--- src/hdl/pbse_pkg.sv ---
// pbse_pkg: shared types and constants of the run-length segment encoder
// used by the channel interfaces, the controller, the datapath and the top level
`timescale 1ns / 1ps

package pbse_pkg;

  localparam int BYTE_W  = 8;
  localparam int WORD_W  = 32;
  localparam int CNT_W   = 3;
  localparam int LANES   = 4;

  localparam logic [CNT_W-1:0] FILL_FULL = 3'd4;
  localparam logic [8:0]       RUN_BASE  = 9'd257;
  localparam logic [BYTE_W-1:0] PAD_BYTE = 8'h00;

  localparam logic MODE_DATA  = 1'b0;
  localparam logic MODE_FLUSH = 1'b1;

  typedef enum logic [3:0] {
    ST_IDLE,
    ST_DECIDE,
    ST_PUSH2,
    ST_LIT_CHECK,
    ST_LIT_HDR,
    ST_LIT_DATA,
    ST_RUN_CHECK,
    ST_RUN_HDR,
    ST_RUN_BYTE,
    ST_PAD_CHECK,
    ST_PAD,
    ST_FINISH
  } state_t;

  // what the current item is doing
  typedef enum logic [1:0] {
    CTX_EXTEND,
    CTX_NEWBYTE,
    CTX_FLUSH
  } ctx_t;

  // source of the byte sent to the packer
  typedef enum logic [2:0] {
    SEL_LIT_HDR,
    SEL_LIT_DATA,
    SEL_RUN_HDR,
    SEL_RUN_BYTE,
    SEL_PAD
  } sel_t;

  typedef struct packed {
    logic take;
    logic run_inc;
    logic run_clear;
    logic run_sub;
    logic set_run;
    logic seg_clear;
    logic push_prev;
    logic pkt_start;
    logic lit_pop;
    logic byte_push;
    sel_t sel;
    logic finish;
  } cmd_t;

  typedef struct packed {
    logic in_valid;
    logic mode;
    logic match;
    logic prev_valid;
    logic run_zero;
    logic run_is1;
    logic run_is2;
    logic run_ge2;
    logic run_ge_max;
    logic lit_zero;
    logic lit_gt_max;
    logic pkt_last;
    logic parity;
    logic byte_ready;
    logic fin_ready;
    logic buf_empty;
  } stat_t;

endpackage

--- src/hdl/pbse_ctrl.sv ---
// pbse_ctrl: sequencing state machine of the encoder
// depends on pbse_pkg; drives datapath commands from datapath status
`timescale 1ns / 1ps

module pbse_ctrl import pbse_pkg::*; (
  input  logic  clk,
  input  logic  rst,
  input  stat_t stat,
  output cmd_t  cmd
);

  state_t state, state_next;
  ctx_t   ctx, ctx_next;

  // state and context registers
  always_ff @(posedge clk) begin
    if (rst) begin
      state <= ST_IDLE;
      ctx   <= CTX_EXTEND;
    end else begin
      state <= state_next;
      ctx   <= ctx_next;
    end
  end

  // next state and commands
  always_comb begin
    state_next = state;
    ctx_next   = ctx;
    cmd        = '0;
    cmd.sel    = SEL_PAD;
    unique case (state)
      ST_IDLE: begin
        cmd.take = 1'b1;
        if (stat.in_valid) state_next = ST_DECIDE;
      end
      ST_DECIDE: begin
        if (stat.mode == MODE_FLUSH) begin
          // single leftover byte joins the literals, a pair stays a run
          ctx_next = CTX_FLUSH;
          if (!stat.run_ge2) cmd.run_clear = 1'b1;
          if (stat.prev_valid && stat.run_is1) cmd.push_prev = 1'b1;
          state_next = ST_LIT_CHECK;
        end else if (stat.match) begin
          ctx_next    = CTX_EXTEND;
          cmd.run_inc = 1'b1;
          if (stat.run_ge2 && !stat.lit_zero) state_next = ST_LIT_CHECK;
          else if (stat.run_ge_max)           state_next = ST_RUN_HDR;
          else                                state_next = ST_FINISH;
        end else begin
          ctx_next = CTX_NEWBYTE;
          if (!stat.prev_valid) begin
            cmd.set_run = 1'b1;
            state_next  = ST_FINISH;
          end else if (stat.run_is1) begin
            cmd.push_prev = 1'b1;
            state_next    = ST_LIT_CHECK;
          end else if (stat.run_is2) begin
            cmd.push_prev = 1'b1;
            state_next    = ST_PUSH2;
          end else begin
            state_next = ST_RUN_CHECK;
          end
        end
      end
      ST_PUSH2: begin
        cmd.push_prev = 1'b1;
        state_next    = ST_LIT_CHECK;
      end
      ST_LIT_CHECK: begin
        // new byte sends only an overflow packet, the others drain everything
        if ((ctx == CTX_NEWBYTE) ? stat.lit_gt_max : !stat.lit_zero) begin
          cmd.pkt_start = 1'b1;
          state_next    = ST_LIT_HDR;
        end else begin
          case (ctx)
            CTX_NEWBYTE: begin
              cmd.set_run = 1'b1;
              state_next  = ST_FINISH;
            end
            CTX_FLUSH: state_next = ST_RUN_CHECK;
            default:   state_next = ST_FINISH;
          endcase
        end
      end
      ST_LIT_HDR: begin
        cmd.sel = SEL_LIT_HDR;
        if (stat.byte_ready) begin
          cmd.byte_push = 1'b1;
          state_next    = ST_LIT_DATA;
        end
      end
      ST_LIT_DATA: begin
        cmd.sel = SEL_LIT_DATA;
        if (stat.byte_ready) begin
          cmd.byte_push = 1'b1;
          cmd.lit_pop   = 1'b1;
          if (stat.pkt_last) state_next = ST_LIT_CHECK;
        end
      end
      ST_RUN_CHECK: begin
        if (!stat.run_zero) begin
          state_next = ST_RUN_HDR;
        end else if (ctx == CTX_FLUSH) begin
          state_next = ST_PAD_CHECK;
        end else begin
          cmd.set_run = 1'b1;
          state_next  = ST_FINISH;
        end
      end
      ST_RUN_HDR: begin
        cmd.sel = SEL_RUN_HDR;
        if (stat.byte_ready) begin
          cmd.byte_push = 1'b1;
          state_next    = ST_RUN_BYTE;
        end
      end
      ST_RUN_BYTE: begin
        cmd.sel = SEL_RUN_BYTE;
        if (stat.byte_ready) begin
          cmd.byte_push = 1'b1;
          cmd.run_sub   = 1'b1;
          state_next    = (ctx == CTX_EXTEND) ? ST_FINISH : ST_RUN_CHECK;
        end
      end
      ST_PAD_CHECK: begin
        // segment done, pad to an even length
        cmd.seg_clear = 1'b1;
        state_next    = stat.parity ? ST_PAD : ST_FINISH;
      end
      ST_PAD: begin
        cmd.sel = SEL_PAD;
        if (stat.byte_ready) begin
          cmd.byte_push = 1'b1;
          state_next    = ST_FINISH;
        end
      end
      ST_FINISH: begin
        if (stat.fin_ready) begin
          cmd.finish = 1'b1;
          state_next = ST_IDLE;
        end
      end
      default: state_next = ST_IDLE;
    endcase
  end

endmodule

--- config.mk ---
export PLATFORM = sky130hd
export DESIGN_NAME = pbse_ctrl
export DESIGN_NICKNAME = d
export VERILOG_FILES = /design/src/hdl/pbse_pkg.sv /design/src/hdl/pbse_ctrl.sv
export SDC_FILE = /design/constraint.sdc
export NUM_CORES = 1
export LEC_CHECK = 0
export BUFFER_PORTS_ARGS = -buffer_cell sky130_fd_sc_hd__clkbuf_2
export CAP_MARGIN = 10
export CELL_PAD_IN_SITES_DETAIL_PLACEMENT = 0
export CELL_PAD_IN_SITES_GLOBAL_PLACEMENT = 1
export CORE_MARGIN = 2
export CORE_UTILIZATION = 34
export DETAILED_ROUTE_END_ITERATION = 6
export GPL_TIMING_DRIVEN = 0
export PLACE_DENSITY_LB_ADDON = 0.05
export SYNTH_ARGS = -nofsm -noshare
export SYNTH_HDL_FRONTEND = slang
export SYNTH_SLANG_ARGS = --single-unit
--- constraint.sdc ---
create_clock -name clk -period 4 [get_ports clk]
set_input_delay 1.2 -clock clk [delete_from_list [all_inputs] [get_ports clk]]
set_output_delay 1.2 -clock clk [all_outputs]
set_load 0.02 [all_outputs]
# After elaboration in Yosys (flattened, before gate mapping)
# Cells that the tools add are included.
# totals
regBits	6
input_bits	18
output_inout_bits	14
word_cells	85
# classes
n_eq_ne	21
muxes	56
reduce_logical	6
# ops
operator	n
$mux 4	18
$pmux 4 s12	1
$mux 1	29
$pmux 4 s5	1
$eq 4x3->1 const B	4
$eq 4x4->1 const B	4
$ne 2x2->1 const B	8
$eq 4x2->1 const B	2
$mux 2	4
$reduce_and 8->1	1
$eq 4x1->1 const B	1
$logic_not 4->1	1
$mux 3	1
$pmux 1 s3	1
$eq 2x1->1 const B	1
$eq 2x2->1 const B	1
$logic_and 1x1->1	2
$logic_not 2->1	1
$pmux 1 s2	1
$logic_not 1->1	1

# Logic depth before layout (Yosys ltp)
# Gate-level depths: netlist of the first run.
# depth
word_depth	6
depth_mapped	7
mapped_depth_nobuf	5

# Worst setup path after synthesis of the first run
# No wires, ideal clock.
# synth_path
path_type	input port to output port
from	input stat[13] (netlist name)
to	output cmd[7] (netlist name)
t_arrival_ns	2.105
required_ns	2.800
slack_ns	0.695
cell_stages	4
n_path_buf	1
path_cell_list	clkbuf_1 > a21oi_1 > nand3_1 > a21boi_0
# synth_rtl
element	line_no	text
from (decl)	pbse_ctrl.sv:8	input stat_t stat,
to (decl)	pbse_ctrl.sv:9	output cmd_t cmd

==> results of run 1 <==
[registers in the layout, summed over array words and instances, names as in the netlist]
name   cells
state      4
ctx        2
[path summary, 6_finish.rpt]
path                                from  endpoint  slack, ns  depth (start not counted)
worst min-delay path              ctx[1]    ctx[1]       0.62                          2
worst max-delay path            stat[14]    cmd[7]       0.75                          6
worst max register to register  state[2]  state[2]       2.20                          7
worst min register to register    ctx[1]    ctx[1]       0.62                          2
[synthesized netlist by cell type, drive strengths merged]
library cell  count
inv               7
o31a              2
nor3              8
nand3             3
or2               1
dfxtp             6
a31oi             2
o22ai             2
or4b              2
buf               5
clkbuf            4
nor4              1
nor2             19
a21oi            14
a211oi            2
a211o             1
nand2b            6
a32o              1
o31ai             4
and2              1
nor2b             3
nand2             8
nor4b             1
a21o              1
or2b              1
nor3b             2
nand4b            1
a311oi            1
mux2i             2
a21boi            1
o21ai             4
or3               3
[cell families (layout without fill, tap and decap cells)]
logic type	after synthesis	count (layout)	synth area share, %
simple gates	60	60	41.6
mux	2	2	2.58
compound gates	35	35	29.5
buf+inv	16	48	10.8
flops	6	6	15.5
[worst register-to-register path, cell delays in order, from the launching register on]
cell and delay (ns):
dfxtp_1 0.30, buf_6 0.13, or4b_1 0.49, buf_2 0.18
nand2b_4 0.16, o22ai_1 0.18, nor3_1 0.09, o31ai_2 0.21
[cell type report]
cell class / count / area, um2
multi-input combinational: 97 / 572
timing repair buffer: 29 / 145
tap: 28 / 35.0
buffer: 9 / 57.6
clock buffer: 3 / 22.5
fill: 248 / 1210
inverter: 7 / 26.3
sequential: 6 / 120
[routing by layer]
layer | part of all wire, % | track usage [%] | up-vias
li1 | - | - | 494
met1 | 49 | 25.3 | 421
met2 | 44 | 25.0 | 29
met3 | 6.1 | 2.59 | 2
met4 | 0.45 | 9.65 | 0
met5 | 0 | 0 | -
[report_power, final]
part / switching [mW] / leakage (nW) / internal (mW)
Clock: 0.0185 / 0.0138 / 0.0337
Combinational: 0.263 / 0.356 / 0.172
Sequential: 0.0149 / 0.0492 / 0.0799
==> qor.csv, run 1 <==
metric,value,unit
outcome,"finished, final reports clean",
yosys.area.top_type_share,15.5,%
yosysTopAreaCell,dfxtp_1,
setup_slack,0.750,ns
cts_hold_buf,0,
stdcell_area,978,um2
numCtsBuffers,3,
antenna_found_initial,0,
worst_pin_slew,0.447,ns
cts_tree,done,
layout-drive-gt1-share,28.5,%
drc,0,
grt_pass1_vias,787,
hold_viol,0,
rows,17,
drtPass1Iterations,4,
worstSkewPairLatency,0.24,ns
worstPathCellList,"clkbuf_2, inv_1, a21o_1, nand3_1, a21boi_0, clkbuf_2",
yosysWarnings,0,
ioPinCount,32,
drv_slew,0,
die_h,51.8,um
finalSetupViolCount,0,
leakage,0.419,nW
path_max_fanout,5,
required,2.80,ns
grt_remaining_overflow,0,
diodes,0,
cp.arrival,2.05,ns
path_buf_inv,3,
peakVddDrop,0.000331,V
grt_max_degree,11,
cts_buffer_depth,2,
critPathLaunchType,primary input,
mostFrequentLayoutCells,"clkbuf_2, nor2_1, a21oi_1",
cts_sinks,6,
slowest_delay,0.19,ns
post-cts-setup-buffers,0,
synth_cells,119,
place_congestion,0.845,
vias,946,
ys_top_cells_by_area,"dfxtp_1, nor2_1, a21oi_1",
worst_clock_skew,0.00148,ns
routedWlPerCell,12.5,um
final_net_count,171,
p_per_area,595,nW/um2
via_per_inst,5.28,
final.setup.tns,0,ns
worstSetupEndpointType,primary output,
pre_cts_ws,0.740,ns
max_freq,308,MHz
port_buffers,29,
max-slew-margin-rel,70.2,%
crit_slowest_cell,clkbuf_2,
max-cap-violations,0,
hold_ws,0.617,ns
drt_iter0_markers,22,
die_w,51.8,um
min_path_type,reg2reg,
cts-resized-gates,0,
synth_seq_area_share,15.5,%
area_growth,26.1,%
layout_commonest_cell,clkbuf_2,
ys_types,39,
rsz0062_at_grt,false,
crit_top_cell,clkbuf_2,
grt_pass1_wl,3550,um
period_needed,3.25,ns
critPathKind,in2out,
initial_utilization,35.4,%
avgSynthCellArea,6.52,um2
core-area,2190,um2
post-place-cells,176,
wirelength,2240,um
postRouteAntennaNets,0,
crit_family,buffers and inverters,
syn_nets,137,
finalPower,582,uW
die_area,2680,um2
post-dp-hpwl,1780,um
clk_pin_slew,0.04,ns
cts_max_level,1,
instances_no_fill,179,
ys_seq_elements,6,
root_buffer,clkbuf_4,
fin_crit_sh,81.3,%
fin_util,44.7,%
syn-cell-area,776,um2
placed_area,956,um2
grt_usage,17.6,%
(Power assumes the default switching activity.)
==> run 2, diff against run 1 <==
- ABC_AREA: default -> 1
- CORE_UTILIZATION: 34 -> 28
- clock period: 4 -> 3.2 ns (I/O delays scaled with it)
==> run 2 against run 1 <==
  * Sequential share of layout area rose by 0.59 points
  * Worst setup slack got worse by 0.25 ns
  * Combinational power shrank 5.1%
  * First-iteration DRC count down 77%
  * Hold slack worse by 0.13 ns
  * Sequential power rose by 38%
  * Flip-flop and latch count stayed put
  * Synthesized cell count up 18%
  * Clock skew increased by 0.0039 ns
  * Cell count increased by 14%
  * Area after synthesis fell by 6.8%
  * Largest cell class unchanged
==> qor.csv, run 2 <==
metric,value,unit,change
outcome,"finished, final reports clean",,
worstPathCellList,"clkbuf_2, inv_1, nor2_1, a21oi_1, o31ai_1, clkbuf_2",,
mostFrequentLayoutCells,"nand2_1, clkbuf_2, nor2_1",,
largest_reg_flops,4,,unchanged
via_per_inst,4.62,,-13%
yosysWarnings,0,,unchanged
postRouteAntennaNets,0,,unchanged
worstSkewPairLatency,0.24,ns,about the same
layout-drive-gt1-share,27.6,%,-0.89 points
max-cap-violations,0,,unchanged
required,2.24,ns,-0.56 ns
area_growth,29.1,%,
root_buffer,clkbuf_4,,
syn_nets,159,,+16%
synth_edf_count,0,,unchanged
drtPass1Iterations,6,,+2
top_regs,"state x4, ctx x2",,
leakage,0.539,nW,+28%
yosys.area.top_type_share,26.0,%,+10 points
path_max_fanout,4,,-1
num-fill-cells,312,,+26%
cts_tree,done,,
synth_cells,141,,+18%
max-slew-margin-rel,79.2,%,+9.0 points
grt_pass1_wl,3460,um,-2.5%
antenna_found_initial,0,,unchanged
cts_sinks,6,,unchanged
ys_top_cells_by_area,"nand2_1, dfxtp_1, nor2_1",,
cts_buffer_depth,2,,unchanged
numCtsBuffers,3,,unchanged
initial_utilization,29.5,%,-5.9 points
avgSynthCellArea,5.13,um2,-21%
routedWlPerCell,10.5,um,-16%
slowest_delay,0.21,ns,+0.02 ns
vias,942,,-0.42%
crit_top_cell,clkbuf_2,,
max_freq,371,MHz,
period_needed,2.70,ns,
cp.arrival,1.74,ns,-0.31 ns
crit_family,buffers and inverters,,
core-area,2450,um2,+12%
yosysMostFrequentCell,nand2_1,,
grt_usage,16.0,%,-1.6 points
place_congestion,0.846,,about the same
cts_max_level,1,,unchanged
peakVddDrop,0.000387,V,+17%
ys_seq_elements,6,,unchanged
worstSetupEndpointType,primary output,,
p_per_area,655,nW/um2,+10%
die_w,54.8,um,+5.9%
rows,18,,+1
wirelength,2140,um,-4.1%
grt_pass1_vias,797,,+1.3%
clk_pin_slew,0.04,ns,about the same
grt_max_degree,8,,-3
cts_hold_buf,0,,unchanged
post-dp-hpwl,1880,um,+5.6%
syn-cell-area,723,um2,-6.8%
fin_crit_sh,84.2,%,
hold_viol,0,,unchanged
grt_remaining_overflow,0,,unchanged
critPathLaunchType,primary input,,
crit_slowest_cell,clkbuf_2,,
cts-resized-gates,0,,unchanged
min_path_type,reg2reg,,
die_h,54.8,um,+5.9%
finalSetupViolCount,0,,unchanged
port_buffers,30,,+3.4%
rsz0062_at_grt,false,,
synth_commonest_cells,"nand2_1, nor2_1, inv_1",,
worst_clock_skew,0.00538,ns,+0.00390 ns
final_net_count,194,,+13%
drt_iter0_markers,5,,-77%
regMostFlops,state,,
finalPower,612,uW,+5.1%
drc,0,,unchanged
post-cts-setup-buffers,0,,unchanged
die_area,3010,um2,+12%
ys_types,22,,-44%
yosysTopAreaCell,nand2_1,,
async_flop_share,0,%,unchanged
worst_pin_slew,0.311,ns,-0.135 ns
rrSetupSlack,1.74,ns,-0.46 ns
critPathKind,in2out,,
diodes,0,,unchanged
synth_seq_area_share,16.6,%,+1.1 points
synth_ff_type,dfxtp_1,,
drv_slew,0,,unchanged
layout_commonest_cell,nand2_1,,
ioPinCount,32,,unchanged
path_buf_inv,3,,unchanged
final.setup.tns,0,ns,unchanged
[run 2: cell count changes after synthesis, moves of 4 or more]
cell / previous run / this run
nor3_1: 8 / 3
nand3_1: 3 / 12
nand2_1: 8 / 50
nand2b_1: 5 / 0
nor2_2: 0 / 5
inv_1: 7 / 17
clkbuf_1: 4 / 0
a21oi_1: 13 / 8
inv_2: 0 / 5
[run 2: logic make-up (layout without fill, tap and decap cells)]
kind of cell	count (synthesis)	count (layout)	synth area share, %
buffers and inverters	22	55	11.4
and+or+nand+nor	97	97	58.5
AOI/OAI and AO/OA	16	16	13.5
DFF	6	6	16.6
[run 2: final cells by class]
cell class	count	area, um2	share of cell area, %
timing repair buffer	30	150	16.1
sequential	6	120	12.9
multi-input combinational	113	520	55.8
tap	30	37.5	4.02
clock buffer	3	22.5	2.41
inverter	22	82.6	8.85
[run 2: final timing paths]
check	startpoint	endpoint	cells after the start
setup / recovery	stat[12]	cmd[7]	6
hold / removal	ctx[0]	ctx[0]	2
setup reg to reg	state[3]	state[2]	8
hold reg to reg	ctx[0]	ctx[0]	2
[run 2: tightest hold or removal path, cell delays in order, from the launching register on]
cell     delay [ns]
dfxtp_1        0.32
nand2_1        0.07
a21oi_1        0.05
[run 2: through the flow]
step | hold slack, ns | area [um2] | cells | utilization [%] | worst slack [ns]
after floorplan | 0.465 | 723 | 141 | - | 0.536
after global placement | 0.485 | 911 | 201 | 37.1 | 0.507
after detailed placement | 0.488 | 911 | 201 | 37.1 | 0.485
after CTS | 0.495 | 933 | 204 | 38.0 | 0.486
after global routing | 0.526 | 933 | 204 | 38.0 | 0.351
final | 0.490 | 933 | 204 | 38.0 | 0.504
[run 2: power by group]
part	internal [mW]	switching [mW]	total, mW
registers	0.0975	0.0334	0.131
clock network	0.0423	0.0253	0.0676
logic	0.135	0.279	0.413
[run 2: metal layers]
layer  up-vias  part of all wire (%)  GRT usage [%]
met2        11                    46           23.6
met1       417                    51           23.5
met3         0                   2.5           1.64
met5         -                     0              0
li1        514                     -              -
met4         0                     0           6.25
==> run 3, diff against run 2 <==
- clock period: 3.2 -> 2.55 ns (I/O delays scaled with it)
==> run 3 against run 2 <==
  * Clock-buffer cell count is the same
  * Largest cell class unchanged
  * Clock skew is the same
  * Power grew 26%
  * Utilization grew 0.051 points
  * Worst setup slack lost 0.36 ns
  * Non-clock buffer count is the same
  * Highest routed layer unchanged
  * Combinational power grew 26%
  * Critical path type is now reg2out
  * Clock power grew 25%
==> qor.csv, run 3 (synthesis results as in run 2) <==
metric,value,unit,change
period_needed,2.40,ns,
clk_pin_slew,0.05,ns,about the same
r2r-end,state[0],,
cts_tree,done,,
grt_remaining_overflow,0,,unchanged
grt_usage,16.0,%,unchanged
rsz0062_at_grt,false,,
root_buffer,clkbuf_4,,
max-slew-margin-rel,79.2,%,unchanged
fin_crit_sh,94.2,%,
worstSkewPairLatency,0.24,ns,about the same
hold_ws,0.490,ns,unchanged
reg2regPathDepth,8,,unchanged
cts_sinks,6,,unchanged
area_growth,29.2,%,
layout_commonest_cell,nand2_1,,
max_freq,416,MHz,
worst_clock_skew,0.00538,ns,unchanged
required,1.79,ns,-0.45 ns
worstSetupEndpointType,primary output,,
wirelength,2140,um,unchanged
initial_utilization,29.5,%,unchanged
top_regs,"state x4, ctx x2",,
grt_pass1_wl,3460,um,unchanged
layout-drive-gt1-share,28.2,%,+0.57 points
path_buf_inv,2,,-1
slowest_delay,0.49,ns,+0.28 ns
rrSetupSlack,1.09,ns,-0.65 ns
mostFrequentLayoutCells,"nand2_1, clkbuf_2, nor2_1",,
rows,18,,unchanged
worst_pin_slew,0.311,ns,unchanged
max-cap-violations,0,,unchanged
final_net_count,194,,unchanged
cp.arrival,1.64,ns,-0.10 ns
core-area,2450,um2,unchanged
cts_hold_buf,0,,unchanged
finalSetupViolCount,0,,unchanged
critPathKind,reg2out,,
place_congestion,0.846,,unchanged
crit_top_cell,nand2_1,,
min_from,ctx[0],,
regToRegStartpoint,state[3],,
routedWlPerCell,10.5,um,unchanged
grt_max_degree,8,,unchanged
final.setup.tns,0,ns,unchanged
drc,0,,unchanged
path_max_fanout,5,,+1
hold_viol,0,,unchanged
leakage,0.539,nW,about the same
min_to,ctx[0],,
p_per_area,823,nW/um2,+26%
crit_slowest_cell,dfxtp_1,,
antenna_found_initial,0,,unchanged
finalPower,769,uW,+26%
min_path_type,reg2reg,,
postRouteAntennaNets,0,,unchanged
numCtsBuffers,3,,unchanged
drtPass1Iterations,6,,unchanged
crit_family,simple AND/OR/NAND/NOR gates,,
post-cts-setup-buffers,0,,unchanged
drv_slew,0,,unchanged
die_area,3010,um2,unchanged
regMostFlops,state,,
cts_buffer_depth,2,,unchanged
die_w,54.8,um,unchanged
largest_reg_flops,4,,unchanged
diodes,0,,unchanged
grt_pass1_vias,797,,unchanged
peakVddDrop,0.000493,V,+27%
critPathLaunchType,flip-flop,,
post-place-cells,201,,unchanged
instances_no_fill,204,,unchanged
drt_iter0_markers,5,,unchanged
post-dp-hpwl,1880,um,unchanged
die_h,54.8,um,unchanged
ioPinCount,32,,unchanged
outcome,"finished, final reports clean",,
whs_path_depth,2,,unchanged
port_buffers,30,,unchanged
cts_max_level,1,,unchanged
worstPathCellList,"inv_2, nor2_2, nand2_1, nor2_1, nand2_1, o211ai_1, clkbuf_2",,
vias,942,,unchanged
via_per_inst,4.62,,unchanged
run 3: cell counts in the layout (fill, tap and decap cells not counted):
Identical to the previous run, type by type.
run 3: what timing repair did:
item                       4_1_cts  5_1_grt
hold endpoints to repair         0        0
setup endpoints to repair        0        1
gates resized for setup          0        1
run 3: worst max path at each step:
stage	startpoint	endpoint	slack (ns)	cells after the start
finish	state[1]	cmd[9]	0.15	7
global route	state[0]	cmd[9]	0.01	7
CTS	state[0]	cmd[9]	0.03	7
detailed placement	stat[12]	cmd[7]	0.23	6
global placement	stat[12]	cmd[7]	0.25	6
floorplan	stat[12]	cmd[7]	0.28	4
run 3: area by class of cell:
type | count | area (um2)
clock buffers | 3 | 22.5
fillers | 312 | 1520
inverters | 22 | 82.6
multi-input cells | 113 | 520
flip-flops and latches | 6 | 121
well taps | 30 | 37.5
repair buffers | 30 | 150
run 3: per-layer routing:
layer / vias to the layer above / track usage (%) / wire length, um / share of wire [%]
met5: - / 0 / 0 / 0
met4: 0 / 6.25 / 0 / 0
met3: 0 / 1.64 / 53 / 2.5
met2: 11 / 23.6 / 990 / 46
met1: 417 / 23.5 / 1100 / 51
li1: 514 / - / - / -
run 3: power breakdown:
group | total (mW) | internal, mW | switching [mW]
registers | 0.166 | 0.124 | 0.0419
logic | 0.519 | 0.169 | 0.350
clock network | 0.0848 | 0.0531 | 0.0318
total | 0.769 | 0.346 | 0.423
run 3: worst register-to-register path, cell delays in order (launching register included):
cell and delay [ns]:
dfxtp_1 0.36, inv_1 0.10, nor2_2 0.26, nand2_1 0.11, o21ai_2 0.12, nand2_1 0.08, nand4_1 0.15, nand2_1 0.07
a21oi_1 0.14
run 3: stage by stage:
stage / setup slack [ns] / util, % / cell area [um2]
2_1_floorplan: 0.276 / - / 723
3_3_place_gp: 0.247 / 37.1 / 911
3_5_place_dp: 0.225 / 37.1 / 911
4_1_cts: 0.0308 / 38.0 / 933
5_1_grt: 0.0146 / 38.1 / 935
6_report: 0.147 / 38.1 / 935
